`src/rtl/lzss_pkg.sv`:
```
// Shared types and constants for the LZSS stream decompressor.
package lzss_pkg;

  typedef enum logic [1:0] {
    CMD_FEED  = 2'd0,
    CMD_TICK  = 2'd1,
    CMD_START = 2'd2
  } cmd_code_t;

  typedef enum logic [1:0] {
    ST_BYTE    = 2'd0,
    ST_END     = 2'd1,
    ST_REFUSED = 2'd2
  } status_code_t;

  localparam logic [11:0] OFS_END  = 12'hFFF;
  localparam logic [3:0]  NIB_EXT  = 4'hF;
  localparam logic [15:0] LEN_BIAS = 16'd3;
  localparam logic [15:0] LEN_EXT  = 16'd18;
  localparam logic [3:0]  FLAG_CNT = 4'd8;

  typedef struct packed {
    logic [1:0] command;
    logic [7:0] data_byte;
  } cmd_t;

  typedef struct packed {
    logic [7:0] out_byte;
    logic [1:0] status;
  } res_t;

  // Request from the parser to the window stage for one result beat.
  typedef struct packed {
    logic       valid;
    logic       literal;
    logic       fwd;
    logic       rd_ok;
    logic [1:0] status;
    logic [7:0] lit_byte;
  } win_req_t;

endpackage

```
`src/rtl/lzss_outq.sv`:
```
// Three-entry result queue decoupling the window stage from the output channel.
module lzss_outq (
  input  logic           clk,
  input  logic           rst,
  input  logic           push,
  input  lzss_pkg::res_t push_data,
  output logic [1:0]     count,
  output logic           res_valid,
  input  logic           res_ready,
  output lzss_pkg::res_t res
);

  localparam logic [1:0] LAST = 2'd2;

  lzss_pkg::res_t q [3];
  logic [1:0] wr_ptr;
  logic [1:0] rd_ptr;
  logic       pop;

  assign pop       = res_valid && res_ready;
  assign res_valid = (count != 2'd0);
  assign res       = q[rd_ptr];

  always_ff @(posedge clk) begin
    if (rst) begin
      wr_ptr <= '0;
      rd_ptr <= '0;
      count  <= '0;
    end else begin
      if (push) begin
        wr_ptr <= (wr_ptr == LAST) ? 2'd0 : wr_ptr + 2'd1;
      end
      if (pop) begin
        rd_ptr <= (rd_ptr == LAST) ? 2'd0 : rd_ptr + 2'd1;
      end
      count <= count + 2'(push) - 2'(pop);
    end
  end

  always_ff @(posedge clk) begin
    if (push) begin
      q[wr_ptr] <= push_data;
    end
  end

endmodule

```
`config.mk`:
```
export PLATFORM = sky130hd
export DESIGN_NAME = lzss_outq
export DESIGN_NICKNAME = d
export VERILOG_FILES = /design/src/rtl/lzss_pkg.sv /design/src/rtl/lzss_outq.sv
export SDC_FILE = /design/constraint.sdc
export NUM_CORES = 1
export LEC_CHECK = 0
export ABC_AREA = 1
export BUFFER_PORTS_ARGS = -buffer_cell sky130_fd_sc_hd__buf_2
export CELL_PAD_IN_SITES_DETAIL_PLACEMENT = 1
export CELL_PAD_IN_SITES_GLOBAL_PLACEMENT = 2
export CORE_ASPECT_RATIO = 2
export CORE_MARGIN = 2
export CORE_UTILIZATION = 31
export DETAILED_ROUTE_END_ITERATION = 8
export PLACE_DENSITY = 0.78
export SLEW_MARGIN = 20
export SYNTH_ARGS = -nofsm -noshare
export SYNTH_HDL_FRONTEND = slang
export SYNTH_SLANG_ARGS = --single-unit
```
`constraint.sdc`:
```
create_clock -name clk -period 1.5 [get_ports clk]
set_input_delay 0.075 -clock clk [delete_from_list [all_inputs] [get_ports clk]]
set_output_delay 0.075 -clock clk [all_outputs]
set_load 0.01 [all_outputs]
```
### After elaboration in Yosys (flattened, before gate mapping)

Memory sizes are Yosys's and may differ from the RTL's. A register that Yosys moved wholly into a read port is not among the register bits.
Cells that the tools add are included.
W data, S select, Z words.

* $add $sub $neg: 4
* equality and inequality tests: 2
* multiplexer cells: 6
* reductions and logical operators: 2

Operators by type and width (number)
* $mux W2: 4
* $add A2 B1 Y2 const B: 2
* $eq A2 B2 Y1 const B: 2
* $add A2 B1 Y2: 1
* $mux W1: 2
* $reduce_bool A2 Y1: 1
* $sub A2 B1 Y2: 1
* $logic_and A1 B1 Y1: 1

* register bits after elaboration: 6
* RAM bits: 30
* bits of input ports: 14
* output and inout port bits: 13
* logic and storage cells: 18
* memories: 1

Memories
* q: depth 3, width 10, read ports 1, clocked after Yosys merged registers in 1, wr ports 1, line lzss_outq.sv:15 `lzss_pkg::res_t q [3];`

### Depth between registers and ports, before layout

Gate-level depths: netlist (run 1).

* word-level depth: 4
* depth in mapped cells: 7
* depth with buffers taken out: 7

### Worst setup path before layout (run 1)

OpenSTA, ideal clock, no wires.

* path type: register to register
* start: register wr_ptr[1]
* end: memory q[2][0] (netlist name) (enable)
* library setup time: 0.390 ns
* data arrival time: 1.142 ns
* data required time: 1.110 ns
* setup slack: -0.032 ns
* stages on the path, launching flop included: 3
* buffers on the path: 0
* clock period less this slack: 1.532 ns
* cells stage by stage: dfxtp_1 -> inv_1 -> nor3_1

RTL lines
* start, declared: line lzss_outq.sv:16 `logic [1:0] wr_ptr;`
* start signal, assigned: line lzss_outq.sv:31 `wr_ptr <= (wr_ptr == LAST) ? 2'd0 : wr_ptr + 2'd1;`
* end, declared: line lzss_outq.sv:15

Straight into the memory's write port.

==> out/qor.csv, run 1 <==
stage;metric;value;unit
flow_run;drv_cap;0;
setup_path;worstPathMaxFanout;10;
setup_path;crit_type;flip-flop to output pin;
floorplanning;die_h;100;um
clock_network;cts_tree;built;
setup_path;crit_required;1.42;ns
sta;rsz0062_at_grt;false;
setup_path;r2r-end;q[1][6];
cells_and_area;nets;182;
detailed_routing;viasPerCell;4.56;
global_route;grt_usage;13.4;%
yosys;ys_seq_elements;38;
cells_and_area;seq_area;1060;um^2
global_route;grt_pass1_vias;1110;
cells_and_area;antennaDiodeCount;0;
cells_and_area;layout-drive-gt1-share;23.2;%
detailed_routing;wire_per_inst;13.5;um
detailed_routing;drc;0;
hold_path;whs_endpoint;wr_ptr[0];
yosys;yosys-top-cells-count;edfxtp_1 (30), a21oi_1 (23), nor2_1 (19);
hold_path;holdCritStartpoint;push;
cells_and_area;multiInputGateArea;320;um^2
yosys;synthFlopType;edfxtp_1;
floorplanning;die_x;52.1;um
placed_design;io_buffers;26;
yosys;synth.area.top_cells;edfxtp_1 (63%), dfxtp_1 (11%), a21oi_1 (8.0%);
detailed_routing;vias;1017;
yosys;ys_warn_count;0;
yosys;ys_types;15;
sta;post-route-period-util;89.1;%
floorplanning;rows;35;
yosys;yosysTopAreaCellShare;62.8;%
setup_path;reg2reg_from;wr_ptr[0];
global_route;gr-total-overflow;0;
setup_path;cpLargestDelayFamily;flip-flops;
power_and_ir_drop;p_leak;0.750;nW
yosys;seq_area_frac_synth;74.0;%
hold_path;holdPathStages;3;
clock_network;cts_max_path_buffers;2;
setup_path;worst-path-buf-inv;2;
placed_design;gp_congestion;0.720;
cells_and_area;fillCellCount;503;
floorplanning;die_area;5220;um^2
floorplanning;start_util;31.8;%
clock_network;cts.sinks;38;
yosys;synthesis.nets;137;
yosys;yosysTopAreaCell;edfxtp_1;
setup_path;cpMostUsedCell;a21oi_1;
yosys;yosysMostFrequentCell;edfxtp_1;
yosys;syn_area_per_cell;11.8;um^2
yosys;synth_cells;122;
sta;hold_viol_final;0;
yosys;synth_edf_count;30;
setup_path;cpMaxStageDelayCell;dfxtp_1;
sta;fmaxAchievable;748;MHz
clock_network;cts_made_buffers;5;
detailed_routing;wirelength;3.01;mm
setup_path;critPathCaptureType;output pin;
setup_path;crit_path_max_incr_delay;0.37;ns
detailed_routing;drtIter0Drc;24;
floorplanning;io_pins;27;
clock_network;cts.clk_slew.worst_paths;0.07;ns
setup_path;reg2reg_depth;2;
sta;finalSetupViolations;0;
power_and_ir_drop;ir_worst_vdd;794;uV
sta;tightest_slew;0.444;ns
clock_network;post-cts-setup-buffers;0;
setup_path;crit_chain;buf_4, a21oi_1, a21oi_1, buf_2;
clock_network;h-tree-depth;2;
yosys;syn-cell-area;1430;um^2
cells_and_area;finish.instance_area;1870;um^2
detailed_routing;drtAntennaViolNets;0;
sta;slew_headroom;70.3;%
floorplanning;core_area;4510;um^2
power_and_ir_drop;power;2.34;mW
cells_and_area;area_growth;30.5;%
clock_network;clk_latency;0.29;ns
hold_path;hold_path.class;input port to flip-flop;
placed_design;hpwlAfterDp;2.05;mm
sta;period_minus_slack;1.34;ns
sta;fin_tns_setup;0;ns
global_route;grt_max_degree;12;
detailed_routing;dr.pass1.iters;6;
yosys;async_flop_share;0;%
clock_network;cts-root-buf;clkbuf_8;
global_route;antenna_found_initial;0;
setup_path;worst-endpoint-arrival;1.26;ns
power_and_ir_drop;p_per_area;1250;nW/um^2
setup_path;start_kind;flip-flop;
sta;slew_viol_final;0;
sta;finClkSkew;0.00578;ns
placed_design;place_area;1650;um^2
global_route;grt_pass1_wl;4.95;mm
status;status;finished clean;
setup_path;r2r_setup_slack;0.27;ns
kinds of logic (layout without fill, tap and decap cells):
kind of cell / Yosys count / count (layout) / synth area share, %
AND/OR/NAND/NOR: 44 / 44 / 12.2
buffers and inverters: 14 / 60 / 4.01
AO/OA/AOI/OAI: 25 / 25 / 8.90
adder cells (fa/ha/maj): 1 / 1 / 0.872
flip-flops: 38 / 38 / 74.0
layer usage:
layer	track usage, %	up-vias	share of wire [%]
li1	-	506	-
met1	14.0	477	39
met2	23.4	28	53
met3	4.17	6	5.5
met4	6.68	0	2.4
met5	0	-	0
worst min-delay path: stages:
cell and delay, ns:
buf_2 0.12, nand2_1 0.09, a21oi_1 0.06
worst max path at each step:
stage          endpoint  slack (ns)  cells after the start
2_1_floorplan   q[2][0]        0.27                      2
3_3_place_gp    q[1][2]        0.33                      2
3_5_place_dp    q[1][2]        0.24                      2
4_1_cts          res[6]        0.06                      4
5_1_grt          res[6]        0.02                      4
6_report         res[3]        0.16                      4
power breakdown:
part | switching (mW) | internal [mW]
Clock | 0.340 | 0.497
Sequential | 0.0223 | 1.19
Combinational | 0.173 | 0.121
repair_timing:
action | CTS | global route
hold buffers | 11 | 0
setup endpoints to repair | 0 | 10
endpoints found under the hold margin | 33 | 0
gates resized for setup | 0 | 2
flip-flops by register name, indices dropped and copies added (netlist names), named ones only:
register / cells
wr_ptr: 2
q: 30
rd_ptr: 2
count: 2
cell usage in the layout (no fill, tap or decap):
cell type	instances
edfxtp_1	30
bufinv_16	1
ha_1	1
nand3_1	5
nand2_2	1
o21a_1	1
buf_2	26
nand2_1	18
dfxtp_1	8
a21oi_1	23
clkbuf_8	5
nor3_2	1
buf_4	3
nor2_1	19
o21ai_0	1
clkbuf_1	2
dlygate4sd3_1	11
clkinvlp_4	2
inv_1	10
layout make-up:
cell class / count / area share [%]
Sequential cell: 38 / 56.7
Multi-Input combinational cell: 70 / 17.1
Timing Repair Buffer: 40 / 14.0
Clock buffer: 7 / 4.08
Tap cell: 55 / 3.68
Inverter: 12 / 2.81
Clock inverter: 1 / 1.60
per-stage QoR:
step | worst slack, ns | hold slack [ns] | utilization (%) | instances
4_1_cts | 0.0582 | 0.0923 | 41.3 | 223
3_3_place_gp | 0.326 | 0.275 | 36.5 | 204
3_5_place_dp | 0.242 | 0.278 | 36.5 | 204
2_1_floorplan | 0.266 | 0.144 | - | 122
5_1_grt | 0.0213 | 0.112 | 41.5 | 223
6_report | 0.163 | 0.102 | 41.5 | 223
Power figures use the tool's default switching activity.
==> run 2: changes to the inputs <==
- BUFFER_PORTS_ARGS: -buffer_cell sky130_fd_sc_hd__buf_2 -> -buffer_cell sky130_fd_sc_hd__clkbuf_2
- PLACE_DENSITY: 0.78 -> not set
- PLACE_DENSITY_LB_ADDON: not set -> 0.1
==> out/qor.csv, run 2 (synthesis results as in run 1) <==
stage;metric;value;unit
status;status;finished clean;
power_and_ir_drop;power_frac_clock;30.2;%
setup_path;crit_path_max_incr_delay;0.38;ns
power_and_ir_drop;ir_worst_vdd;680;uV
clock_network;cts_max_path_buffers;2;
setup_path;crit_type;flip-flop to output pin;
cells_and_area;largest_reg_flops;30;
setup_path;worstPathMaxFanout;10;
floorplanning;io_pins;27;
power_and_ir_drop;p_seq_share;56.6;%
detailed_routing;drtIter0Drc;10;
sta;hold_viol_final;0;
floorplanning;die_area;5220;um^2
clock_network;post-cts-setup-buffers;0;
floorplanning;rows;35;
sta;post-route-period-util;90.5;%
power_and_ir_drop;p_per_area;1180;nW/um^2
cells_and_area;final_cell_mix;edfxtp_1 (30), clkbuf_2 (26), a21oi_1 (23);
sta;fin_tns_setup;0;ns
clock_network;cts.clk_slew.worst_paths;0.07;ns
cells_and_area;area_growth;27.0;%
sta;finClkSkew;0.00510;ns
power_and_ir_drop;switching_share;24.3;%
detailed_routing;wirelength;2.73;mm
cells_and_area;final_common_cell;edfxtp_1;
cells_and_area;nets;179;
clock_network;cts_made_buffers;5;
placed_design;io_buffers;26;
power_and_ir_drop;p_comb_share;13.2;%
clock_network;h-tree-depth;2;
sta;slew_headroom;70.9;%
power_and_ir_drop;p_leak;0.730;nW
cells_and_area;largest_register;q;
placed_design;place_area;1650;um^2
sta;tightest_slew;0.436;ns
sta;finalSetupViolations;0;
global_route;grt_pass1_wl;4.42;mm
global_route;gr-total-overflow;0;
power_and_ir_drop;p_switching;0.520;mW
setup_path;start_kind;flip-flop;
clock_network;cts_tree;built;
global_route;grt_pass1_vias;982;
setup_path;critPathCaptureType;output pin;
power_and_ir_drop;p_int;1.62;mW
clock_network;cts-root-buf;clkbuf_8;
sta;fmaxAchievable;736;MHz
flow_run;drv_cap;0;
floorplanning;start_util;31.8;%
hold_path;hold_path.class;input port to flip-flop;
floorplanning;die_h;100;um
clock_network;cts.sinks;38;
detailed_routing;viasPerCell;4.43;
floorplanning;core_area;4510;um^2
setup_path;cpMaxStageDelayCell;dfxtp_1;
global_route;grt_usage;11.8;%
cells_and_area;finish.instance_area;1820;um^2
detailed_routing;vias;974;
sta;slew_viol_final;0;
global_route;grt_max_degree;13;
cells_and_area;layout-drive-gt1-share;24.2;%
sta;period_minus_slack;1.36;ns
clock_network;clk_latency;0.28;ns
detailed_routing;dr.pass1.iters;3;
detailed_routing;drtAntennaViolNets;0;
placed_design;gp_congestion;0.712;
setup_path;crit_chain;clkinvlp_4, nor2_1, a21oi_1, clkbuf_2;
setup_path;crit_required;1.42;ns
placed_design;hpwlAfterDp;1.83;mm
detailed_routing;drc;0;
floorplanning;die_x;52.1;um
cells_and_area;antennaDiodeCount;0;
sta;rsz0062_at_grt;false;
detailed_routing;wire_per_inst;12.4;um
setup_path;worst-endpoint-arrival;1.28;ns
global_route;antenna_found_initial;0;
==> run 2: changes by cell type in the layout (fill, tap and decap cells not counted), sizes merged <==
cell,change
clkinvlp,+1
bufinv,-1
dlygate4sd3,-3
clkinv,+2
clkbuf,+24
buf,-26
==> run 2: path summary, 6_finish.rpt <==
path,startpoint,to,slack (ns),depth (start not counted)
setup / recovery,flip-flop,res[6],0.14,4
hold / removal,push_data[9],q[2][9],0.005,1
setup reg to reg,wr_ptr[0],q[1][8],0.30,2
hold reg to reg,rd_ptr[1],rd_ptr[1],0.49,2
==> run 2: cell type report <==
class | count | area (um^2)
Timing Repair Buffer | 37 | 233
Clock buffer | 5 | 68.8
Clock inverter | 3 | 16.3
Sequential cell | 38 | 1060
Multi-Input combinational cell | 70 | 320
Tap cell | 55 | 68.8
Inverter | 12 | 52.6
Fill cell | 499 | 2690
==> run 2: what timing repair did <==
item / CTS / global route
hold buffers: 7 / 1
endpoints found under the setup margin: 0 / 6
gates resized for setup: 0 / 2
endpoints found under the hold margin: 19 / 3
==> run 2: critical path, delay by kind of cell (launching register included) <==
kind	cells	cell delay [ns]
flops	1	0.38
compound gates	1	0.07
simple gates	1	0.19
buf+inv	2	0.36
==> run 2: power groups by stage <==
stage	combinational (mW)	clock (mW)	sequential, mW
2_1_floorplan	0.154	0	1.23
3_3_place_gp	0.267	0	1.23
3_5_place_dp	0.271	0	1.24
4_1_cts	0.286	0.674	1.21
5_1_grt	0.324	0.707	1.22
6_report	0.282	0.648	1.21
==> run 2: metal layers <==
metal	track usage, %	vias to the layer above	part of all wire, %
met4	5.47	0	2.1
li1	-	499	-
met3	2.68	5	3.3
met2	21.4	19	55
met5	0	-	0
met1	12.3	451	40
==> run 2: metrics by stage <==
step	setup slack [ns]	total power [mW]	hold slack, ns	cells	utilization, %
floorplan	0.266	1.39	0.144	122	-
global placement	0.322	1.50	0.277	204	36.5
detailed placement	0.279	1.51	0.285	204	36.5
CTS	0.0489	2.17	0.000400	219	40.0
global route	0.0390	2.25	0.000899	220	40.4
finish	0.142	2.14	0.00503	220	40.4
