==> config.mk <==
export PLATFORM = sky130hd
export DESIGN_NAME = lzss_parse
export DESIGN_NICKNAME = d
export VERILOG_FILES = /design/src/rtl/lzss_pkg.sv /design/src/rtl/lzss_parse.sv
export SDC_FILE = /design/constraint.sdc
export NUM_CORES = 1
export LEC_CHECK = 0
export BUFFER_PORTS_ARGS = -buffer_cell sky130_fd_sc_hd__buf_4
export CAP_MARGIN = 15
export CORE_UTILIZATION = 51
export CTS_CLUSTER_DIAMETER = 200
export CTS_CLUSTER_SIZE = 25
export DETAILED_ROUTE_END_ITERATION = 10
export PLACE_DENSITY = 0.7
export SLEW_MARGIN = 20
export SYNTH_ARGS = -nofsm -noshare
export SYNTH_HDL_FRONTEND = slang
export SYNTH_SLANG_ARGS = --single-unit
==> constraint.sdc <==
create_clock -name clk -period 4.1 [get_ports clk]
set_clock_uncertainty 0.2 [all_clocks]
set_input_delay 0.82 -clock clk [delete_from_list [all_inputs] [get_ports clk]]
set_output_delay 0.82 -clock clk [all_outputs]
set_load 0.005 [all_outputs]
==> src/rtl/lzss_pkg.sv <==
// Shared types and constants for the LZSS stream decompressor.
package lzss_pkg;

  typedef enum logic [1:0] {
    CMD_FEED  = 2'd0,
    CMD_TICK  = 2'd1,
    CMD_START = 2'd2
  } cmd_code_t;

  typedef enum logic [1:0] {
    ST_BYTE    = 2'd0,
    ST_END     = 2'd1,
    ST_REFUSED = 2'd2
  } status_code_t;

  localparam logic [11:0] OFS_END  = 12'hFFF;
  localparam logic [3:0]  NIB_EXT  = 4'hF;
  localparam logic [15:0] LEN_BIAS = 16'd3;
  localparam logic [15:0] LEN_EXT  = 16'd18;
  localparam logic [3:0]  FLAG_CNT = 4'd8;

  typedef struct packed {
    logic [1:0] command;
    logic [7:0] data_byte;
  } cmd_t;

  typedef struct packed {
    logic [7:0] out_byte;
    logic [1:0] status;
  } res_t;

  // Request from the parser to the window stage for one result beat.
  typedef struct packed {
    logic       valid;
    logic       literal;
    logic       fwd;
    logic       rd_ok;
    logic [1:0] status;
    logic [7:0] lit_byte;
  } win_req_t;

endpackage

==> src/rtl/lzss_parse.sv <==
// Token parser, copy sequencer and window address generation.
module lzss_parse #(
  parameter int WINDOW_DEPTH = 4096,
  parameter int AW = $clog2(WINDOW_DEPTH)
) (
  input  logic              clk,
  input  logic              rst,
  input  logic              accept,
  input  lzss_pkg::cmd_t    cmd,
  output lzss_pkg::win_req_t req,
  output logic [AW-1:0]     rd_addr,
  output logic [AW-1:0]     wr_addr
);

  typedef enum logic [2:0] {
    PH_CTRL = 3'd0,
    PH_ITEM = 3'd1,
    PH_REF2 = 3'd2,
    PH_EXT1 = 3'd3,
    PH_EXT2 = 3'd4
  } phase_t;

  localparam logic [AW-1:0] WP_LAST = AW'(WINDOW_DEPTH - 1);
  localparam logic [AW:0]   DEPTH_W = (AW+1)'(WINDOW_DEPTH);

  phase_t      phase, phase_next;
  logic [7:0]  flag_bits, flag_bits_next;
  logic [3:0]  flags_left, flags_left_next;
  logic [7:0]  first_ref, first_ref_next;
  logic [7:0]  second_ref, second_ref_next;
  logic [6:0]  ext_low, ext_low_next;
  logic [15:0] copy_remaining, copy_remaining_next;
  logic [11:0] copy_distance, copy_distance_next;
  logic        stream_ended, stream_ended_next;
  logic [AW-1:0] wp, wp_next;
  logic        wrapped, wrapped_next;
  logic        prev_emit, prev_emit_next;

  logic [AW:0]   src_raw;
  logic [AW-1:0] src;
  logic          emit;
  logic          finish;
  logic [15:0]   len;
  logic [7:0]    sec;
  logic [11:0]   offset;
  logic [7:0]    b;
  lzss_pkg::win_req_t req_v;

  assign b = cmd.data_byte;

  // Source address: wp - distance - 1, modulo the window depth.
  always_comb begin
    src_raw = {1'b0, wp} - (AW+1)'(copy_distance) - (AW+1)'(1);
    if (src_raw[AW]) begin
      src_raw = src_raw + DEPTH_W;
    end
    src = src_raw[AW-1:0];
  end

  assign sec    = (phase == PH_REF2) ? b : second_ref;
  assign offset = {first_ref, sec[7:4]};

  always_comb begin
    phase_next          = phase;
    flag_bits_next      = flag_bits;
    flags_left_next     = flags_left;
    first_ref_next      = first_ref;
    second_ref_next     = second_ref;
    ext_low_next        = ext_low;
    copy_remaining_next = copy_remaining;
    copy_distance_next  = copy_distance;
    stream_ended_next   = stream_ended;
    wrapped_next        = wrapped;
    emit                = 1'b0;
    finish              = 1'b0;
    len                 = '0;
    req_v               = '0;
    req_v.lit_byte      = b;
    req_v.status        = lzss_pkg::ST_BYTE;
    req_v.fwd           = prev_emit && (copy_distance == '0);
    req_v.rd_ok         = wrapped || (src < wp);

    if (accept) begin
      unique case (cmd.command)
        lzss_pkg::CMD_START: begin
          phase_next          = PH_CTRL;
          flag_bits_next      = '0;
          flags_left_next     = '0;
          first_ref_next      = '0;
          second_ref_next     = '0;
          ext_low_next        = '0;
          copy_remaining_next = '0;
          copy_distance_next  = '0;
          stream_ended_next   = 1'b0;
        end
        lzss_pkg::CMD_TICK: begin
          if (copy_remaining != '0) begin
            emit                = 1'b1;
            req_v.valid         = 1'b1;
            copy_remaining_next = copy_remaining - 16'd1;
          end
        end
        lzss_pkg::CMD_FEED: begin
          if (stream_ended || copy_remaining != '0) begin
            req_v.valid  = 1'b1;
            req_v.status = lzss_pkg::ST_REFUSED;
          end else begin
            unique case (phase)
              PH_ITEM: begin
                flag_bits_next  = {1'b0, flag_bits[7:1]};
                flags_left_next = (flags_left != '0) ? flags_left - 4'd1 : '0;
                if (flag_bits[0]) begin
                  emit          = 1'b1;
                  req_v.valid   = 1'b1;
                  req_v.literal = 1'b1;
                  phase_next    = (flags_left_next != '0) ? PH_ITEM : PH_CTRL;
                end else begin
                  first_ref_next = b;
                  phase_next     = PH_REF2;
                end
              end
              PH_REF2: begin
                second_ref_next = b;
                if (b[3:0] == lzss_pkg::NIB_EXT) begin
                  phase_next = PH_EXT1;
                end else begin
                  finish = 1'b1;
                  len    = 16'(b[3:0]) + lzss_pkg::LEN_BIAS;
                end
              end
              PH_EXT1: begin
                if (b[7]) begin
                  ext_low_next = b[6:0];
                  phase_next   = PH_EXT2;
                end else begin
                  finish = 1'b1;
                  len    = lzss_pkg::LEN_EXT + 16'(b);
                end
              end
              PH_EXT2: begin
                finish = 1'b1;
                len    = lzss_pkg::LEN_EXT + 16'({b, ext_low});
              end
              default: begin
                flag_bits_next  = b;
                flags_left_next = lzss_pkg::FLAG_CNT;
                phase_next      = PH_ITEM;
              end
            endcase
            if (finish) begin
              if (offset == lzss_pkg::OFS_END) begin
                stream_ended_next = 1'b1;
                phase_next        = PH_CTRL;
                req_v.valid       = 1'b1;
                req_v.status      = lzss_pkg::ST_END;
              end else begin
                copy_remaining_next = len;
                copy_distance_next  = offset;
                phase_next          = (flags_left_next != '0) ? PH_ITEM : PH_CTRL;
              end
            end
          end
        end
        default: begin
        end
      endcase
    end

    if (emit) begin
      wp_next = (wp == WP_LAST) ? '0 : wp + AW'(1);
      if (wp == WP_LAST) begin
        wrapped_next = 1'b1;
      end
    end else begin
      wp_next = wp;
    end
    prev_emit_next = emit;
  end

  always_ff @(posedge clk) begin
    if (rst) begin
      phase          <= PH_CTRL;
      flag_bits      <= '0;
      flags_left     <= '0;
      first_ref      <= '0;
      second_ref     <= '0;
      ext_low        <= '0;
      copy_remaining <= '0;
      copy_distance  <= '0;
      stream_ended   <= 1'b0;
      wp             <= '0;
      wrapped        <= 1'b0;
      prev_emit      <= 1'b0;
    end else begin
      phase          <= phase_next;
      flag_bits      <= flag_bits_next;
      flags_left     <= flags_left_next;
      first_ref      <= first_ref_next;
      second_ref     <= second_ref_next;
      ext_low        <= ext_low_next;
      copy_remaining <= copy_remaining_next;
      copy_distance  <= copy_distance_next;
      stream_ended   <= stream_ended_next;
      wp             <= wp_next;
      wrapped        <= wrapped_next;
      prev_emit      <= prev_emit_next;
    end
  end

  assign req     = req_v;
  assign rd_addr = src;
  assign wr_addr = wp;

endmodule

Word level (Yosys, flattened, before mapping)
Index checks and enable logic that the tools add are counted.
- $add $sub $neg: 9
- muxes and demuxes: 75
- reduce and logical (&&, ||, !) cells: 21
- eq/ne operators: 22
- magnitude comparators: 1
- operator list (cell ; number):
    case mux 16 bit (3 select lines) ; 2
    two-way mux 16 bit ; 4
    case mux 8 bit (2 select lines) ; 4
    two-way mux 12 bit ; 5
    two-way mux 8 bit ; 6
    adder 12 x 1 -> 12 bit, second input constant ; 2
    equality test 12 bit, second input constant ; 2
    case mux 12 bit (2 select lines) ; 1
    two-way mux 1 bit ; 23
    two-way mux 7 bit ; 3
    two-way mux 4 bit ; 5
    AND reduction 5 bit ; 4
    adder 5 x 15 -> 16 bit, first input constant ; 1
    inequality test 2 bit, second input constant ; 8
    case mux 4 bit (2 select lines) ; 2
    nonzero test 16 bit ; 1
    subtractor 16 x 1 -> 16 bit, second input constant ; 1
    two-way mux 2 bit ; 7
    case mux 7 bit (2 select lines) ; 1
    subtractor 12 x 12 -> 13 bit ; 1
    subtractor 13 x 1 -> 13 bit, second input constant ; 1
    zero test 12 bit ; 1
    < comparator 12 bit ; 1
    two-way mux 3 bit ; 4
    29 further kinds ; 38
- register bits: 77
- output and inout bits: 38

Longest topological paths before layout
- word-level depth: 12
- mapped depth: 15
- depth with buffers taken out: 15

Worst setup path after synthesis
No wires, ideal clock.
- kind: reg2out
- start: register wp[0] (netlist: wr_addr[0])
- end: output port req[10] in the netlist's numbering
- data required time: 3.080 ns
- arrival: 2.995 ns
- stages on the path, launching flop included: 14
- path slack: 0.085 ns
- cell sequence: dfxtp_1 > ha_1 > inv_1 > fa_1 > nor2b_1 > o21ai_0 > a21oi_1 > o41ai_1 > or4b_2 > o311ai_0 > ha_1 > o21ai_0 > a21oi_1 > o31ai_1
- RTL lines (what ; RTL line ; text):
    start, declared ; lzss_parse.sv:35 ; logic [AW-1:0] wp, wp_next;
    start signal, assigned ; lzss_parse.sv:204 ; wp <= wp_next;
    end, declared ; lzss_parse.sv:10 ; output lzss_pkg::win_req_t req,

==> metrics <==
Max FO, Critical Path=4; Seq/Total Area, Yosys=28.7%; WL per Instance=18.1 µm; Yosys reg bits=between 70 and 80; Metal-1 WL=7.33 mm; met3 WL=approximately 1.2 mm; Critical Path Stages=13; failing checks=setup timing; Die Y-Extent=around 100 µm; reg2reg path depth=8; cell family with most CP delay=compound AO/OA/AOI/OAI gates; Area Overhead vs Synth=15.4%; DP HPWL=11.2 mm; share of the synthesized area in the top cell type=28.7%; kind of critical path=reg2out; Mapped Nets=722; clock sinks=a little under 80; layout cells sized above 1=between 10% and 20%; final period utilization=102%; Num CTS Buffers=9; row count=37; relative slew slack=between 40% and 50%; minimum period implied by the final worst setup slack=roughly 4.2 ns; Final Worst Setup Slack=-0.0767 ns; post-route cell area=0.00619 mm²; largest area contributor in the netlist=dfxtp_1; met2 WL post-DR=roughly 7 mm; Synth warnings=0; Routability Congestion=0.929; Mean Syn Cell Area=7.86 µm²; Synth cell types=77; CP max-delay cell=dfxtp_4; IO Count=just over 50; Setup crit start kind=flip-flop; Psw=607 µW; first-pass GRT wire length=25.2 mm; vias per inst=slightly above 6; synthesized area=between 0.005 and 0.006 mm²; ANT cells=0; DRT Pass-1 Iters=5; maximum clock rate=0.239 GHz; synth top area cells=dfxtp_1 29%, ha_1 6.1%, nor2_1 5.3%; Min Hold Slack=between 0.2 and 0.3 ns; initial DRC count=between 300 and 400; via count=5332; Async SR Flop Fraction=0%; fin. max-slew vios=0; largest net degree at the start of global routing=86; global route total overflow=0; top_reg_cell synth=dfxtp_1; pwr/cell area=300 mW/mm²; Req. time, crit path=approximately 3.1 ns; Worst VDD drop=around 0.18 mV; CP Data Arrival Time=~3.2 ns; Cell Count, Final, Fillers Out=862; CTS Hold Bufs=0; vias in the first global route=a little under 5000; hold path depth=2; Die X-Extent=105 µm; setup_tns=-0.0767 ns; sequential share of power=between 40 and 50%; Syn Inst Count=approximately 700; worst hold path class=reg2reg; CP Cell Sequence=inv_1 -> ha_1 -> a211oi_2 -> o21ai_2 -> and4_1 -> a2111oi_4 -> buf_4 -> xnor2_2 -> ha_1 -> o21ai_1 -> a21oi_1 -> o31ai_1 -> buf_4; CTS tree=yes; area of the core=0.0103 mm²; die area=around 0.011 mm²; Final Setup Violations=1; CP peak stage delay=around 0.38 ns; clock latency at the later pin of the worst-skew pair=approximately 0.36 ns; Clk pwr share=between 30% and 40%; cell-internal power=~1200 µW; Buf+Inv Stages, Crit Path=3; EDFF count, synth=0; Logic pwr share=26.8%; Worst-Margin Slew=around 0.9 ns; CP endpoint kind=output port; PortBufs=50; DR top layer=met4; DRT Wirelength=between 15 and 20 mm; Clock Path Buffers=2; H-tree depth=3; RSZ-0062 raised after global routing=yes; switch share=about 33%; Tot GR Track Use=28.8%; starting density of the core=52.2%; P_leak=0.00221 µW; CTS root buf=clkbuf_8; ANT nets after route=0; dpl cells=about 840; max_cap viols=0; Residual DRC=0; initial antenna violation count=0; status=complete, but fails checks; area of placed instances=a little under 0.006 mm²; r2r setup slk=0.87 ns; Worst-path clk slew=~0.08 ns; Nets=762; Fin. Hold Viols=0
## layout make-up
type                       count  area (µm²)
clock buffer                  10         128
clock inverter                 5        61.3
fill                         953        4090
inverter                      33         124
multi-input combinational    526        3600
sequential                    77        1550
tap                          136         170
timing repair buffer          75         561
## worst reg2reg max path, stage by stage (launching register included)
cell and delay [ns]:
dfxtp_1 0.33, inv_1 0.09, ha_1 0.24, or4b_1 0.67, nor4_4 0.34, nand4_2 0.28
a2111oi_1 0.71, xnor2_1 0.19, nor2_1 0.05
## path summary, 6_finish.rpt
| path | end | from |
|---|---|---|
| worst min register to register | flag_bits[5]$_SDFFE_PP0P_ | flag_bits[5]$_SDFFE_PP0P_ |
| worst max-delay path | req[10] | copy_distance[1]$_SDFFE_PP0P_ |
| worst min-delay path | flag_bits[5]$_SDFFE_PP0P_ | flag_bits[5]$_SDFFE_PP0P_ |
| worst max register to register | wr_addr[6]$_SDFFE_PP0P_ | copy_remaining[0]$_SDFFE_PP0P_ |
## cell families (layout without fill, tap and decap cells)
| family | after synthesis | in the layout | synth area share (%) |
|---|---|---|---|
| flip-flops | 77 | 77 | 28.7 |
| AND/OR/NAND/NOR | 255 | 255 | 25.4 |
| buffers and inverters | 79 | 123 | 6.37 |
| XOR/XNOR | 35 | 35 | 5.72 |
| multiplexers | 26 | 26 | 4.92 |
| AO/OA/AOI/OAI | 183 | 183 | 22.4 |
| adder cells (fa/ha/maj) | 27 | 27 | 6.44 |
## layer usage
metal | up-vias | global-route usage (%)
met5 | - | 0
met4 | 0 | 8.37
met3 | 23 | 5.49
met2 | 232 | 42.4
met1 | 2520 | 42.4
li1 | 2557 | -
## synthesized netlist by cell type (4+ instances only)
master    number
a31oi_1        7
clkbuf_1      32
and2_1         7
nand3b_1       5
o21ai_0       28
a211o_1        8
buf_4          9
a22oi_1        7
a22o_1         9
nand2_1       50
a21oi_1       53
xor2_1        12
nand2b_1       7
nand3_1       13
a211oi_1      13
nor3b_1        4
o21ai_1       11
and3_1         4
nand4_1       10
o22ai_1        5
xnor2_1       23
ha_1          26
nor2b_1        9
o31ai_1        5
inv_1         33
nor4_1         9
nor3_1        19
o32ai_1        4
a21o_1         5
mux2i_1       23
or4_1          6
nor2_1        76
dfxtp_1       77
or3_1          9
## through the flow
| stage | total power [µW] | setup WS (ns) | util, % |
|---|---|---|---|
| 2_1_floorplan | 1130 | 0.0848 | - |
| 3_3_place_gp | 1260 | 0.0187 | 56.8 |
| 3_5_place_dp | 1270 | -0.0691 | 56.8 |
| 4_1_cts | 1850 | -0.148 | 59.5 |
| 5_1_grt | 1950 | -0.239 | 60.2 |
| 6_report | 1850 | -0.0767 | 60.2 |
## placed cells by master (no fill, tap or decap), types with 5 or more instances in the layout
cell type  Yosys  routed
o21ai_0       28      23
inv_1         33      31
a21o_1         5       5
buf_4          9      74
or4_1          6       6
a21oi_1       53      52
nand4_1       10      10
xor2_1        12      12
o22ai_1        5       5
nand2b_1       7       7
nand2_1       50      50
dfxtp_1       77      72
a22oi_1        7       7
mux2i_1       23      23
ha_1          26      24
nor2b_1        9       8
nor3_1        19      18
xnor2_1       23      21
nor4_1         9       9
nor2_1        76      76
a211o_1        8       8
clkbuf_8       0       9
a211oi_1      13      12
o31ai_1        5       5
nand3b_1       5       5
a31oi_1        7       7
or3_1          9       9
a22o_1         9       9
o21ai_1       11      13
nand3_1       13      13
and2_1         7       7
## what timing repair did
action / 4_1_cts / 5_1_grt
cloned: 0 / 0
endpoints found under the setup margin: 1 / 1
pin swaps: 6 / 8
buffers inserted: 2 / 2
gates resized for setup: 22 / 12
## power groups by stage
| stage | Sequential [µW] | Combinational (µW) | Clock [µW] |
|---|---|---|---|
| floorplan | 797 | 331 | 0 |
| global placement | 804 | 461 | 0 |
| detailed placement | 805 | 466 | 0 |
| CTS | 788 | 481 | 585 |
| global route | 792 | 541 | 615 |
| finish | 788 | 497 | 569 |
## flip-flops by register name, indices dropped and copies added, names as in the netlist
| name | cells |
|---|---|
| stream_ended | 1 |
| wr_addr | 12 |
| copy_distance | 12 |
| wrapped | 1 |
| phase | 3 |
| flags_left | 4 |
| ext_low | 7 |
| prev_emit | 1 |
| flag_bits | 8 |
| second_ref | 4 |
| copy_remaining | 16 |
| first_ref | 8 |
Power figures use the tool's default switching activity.
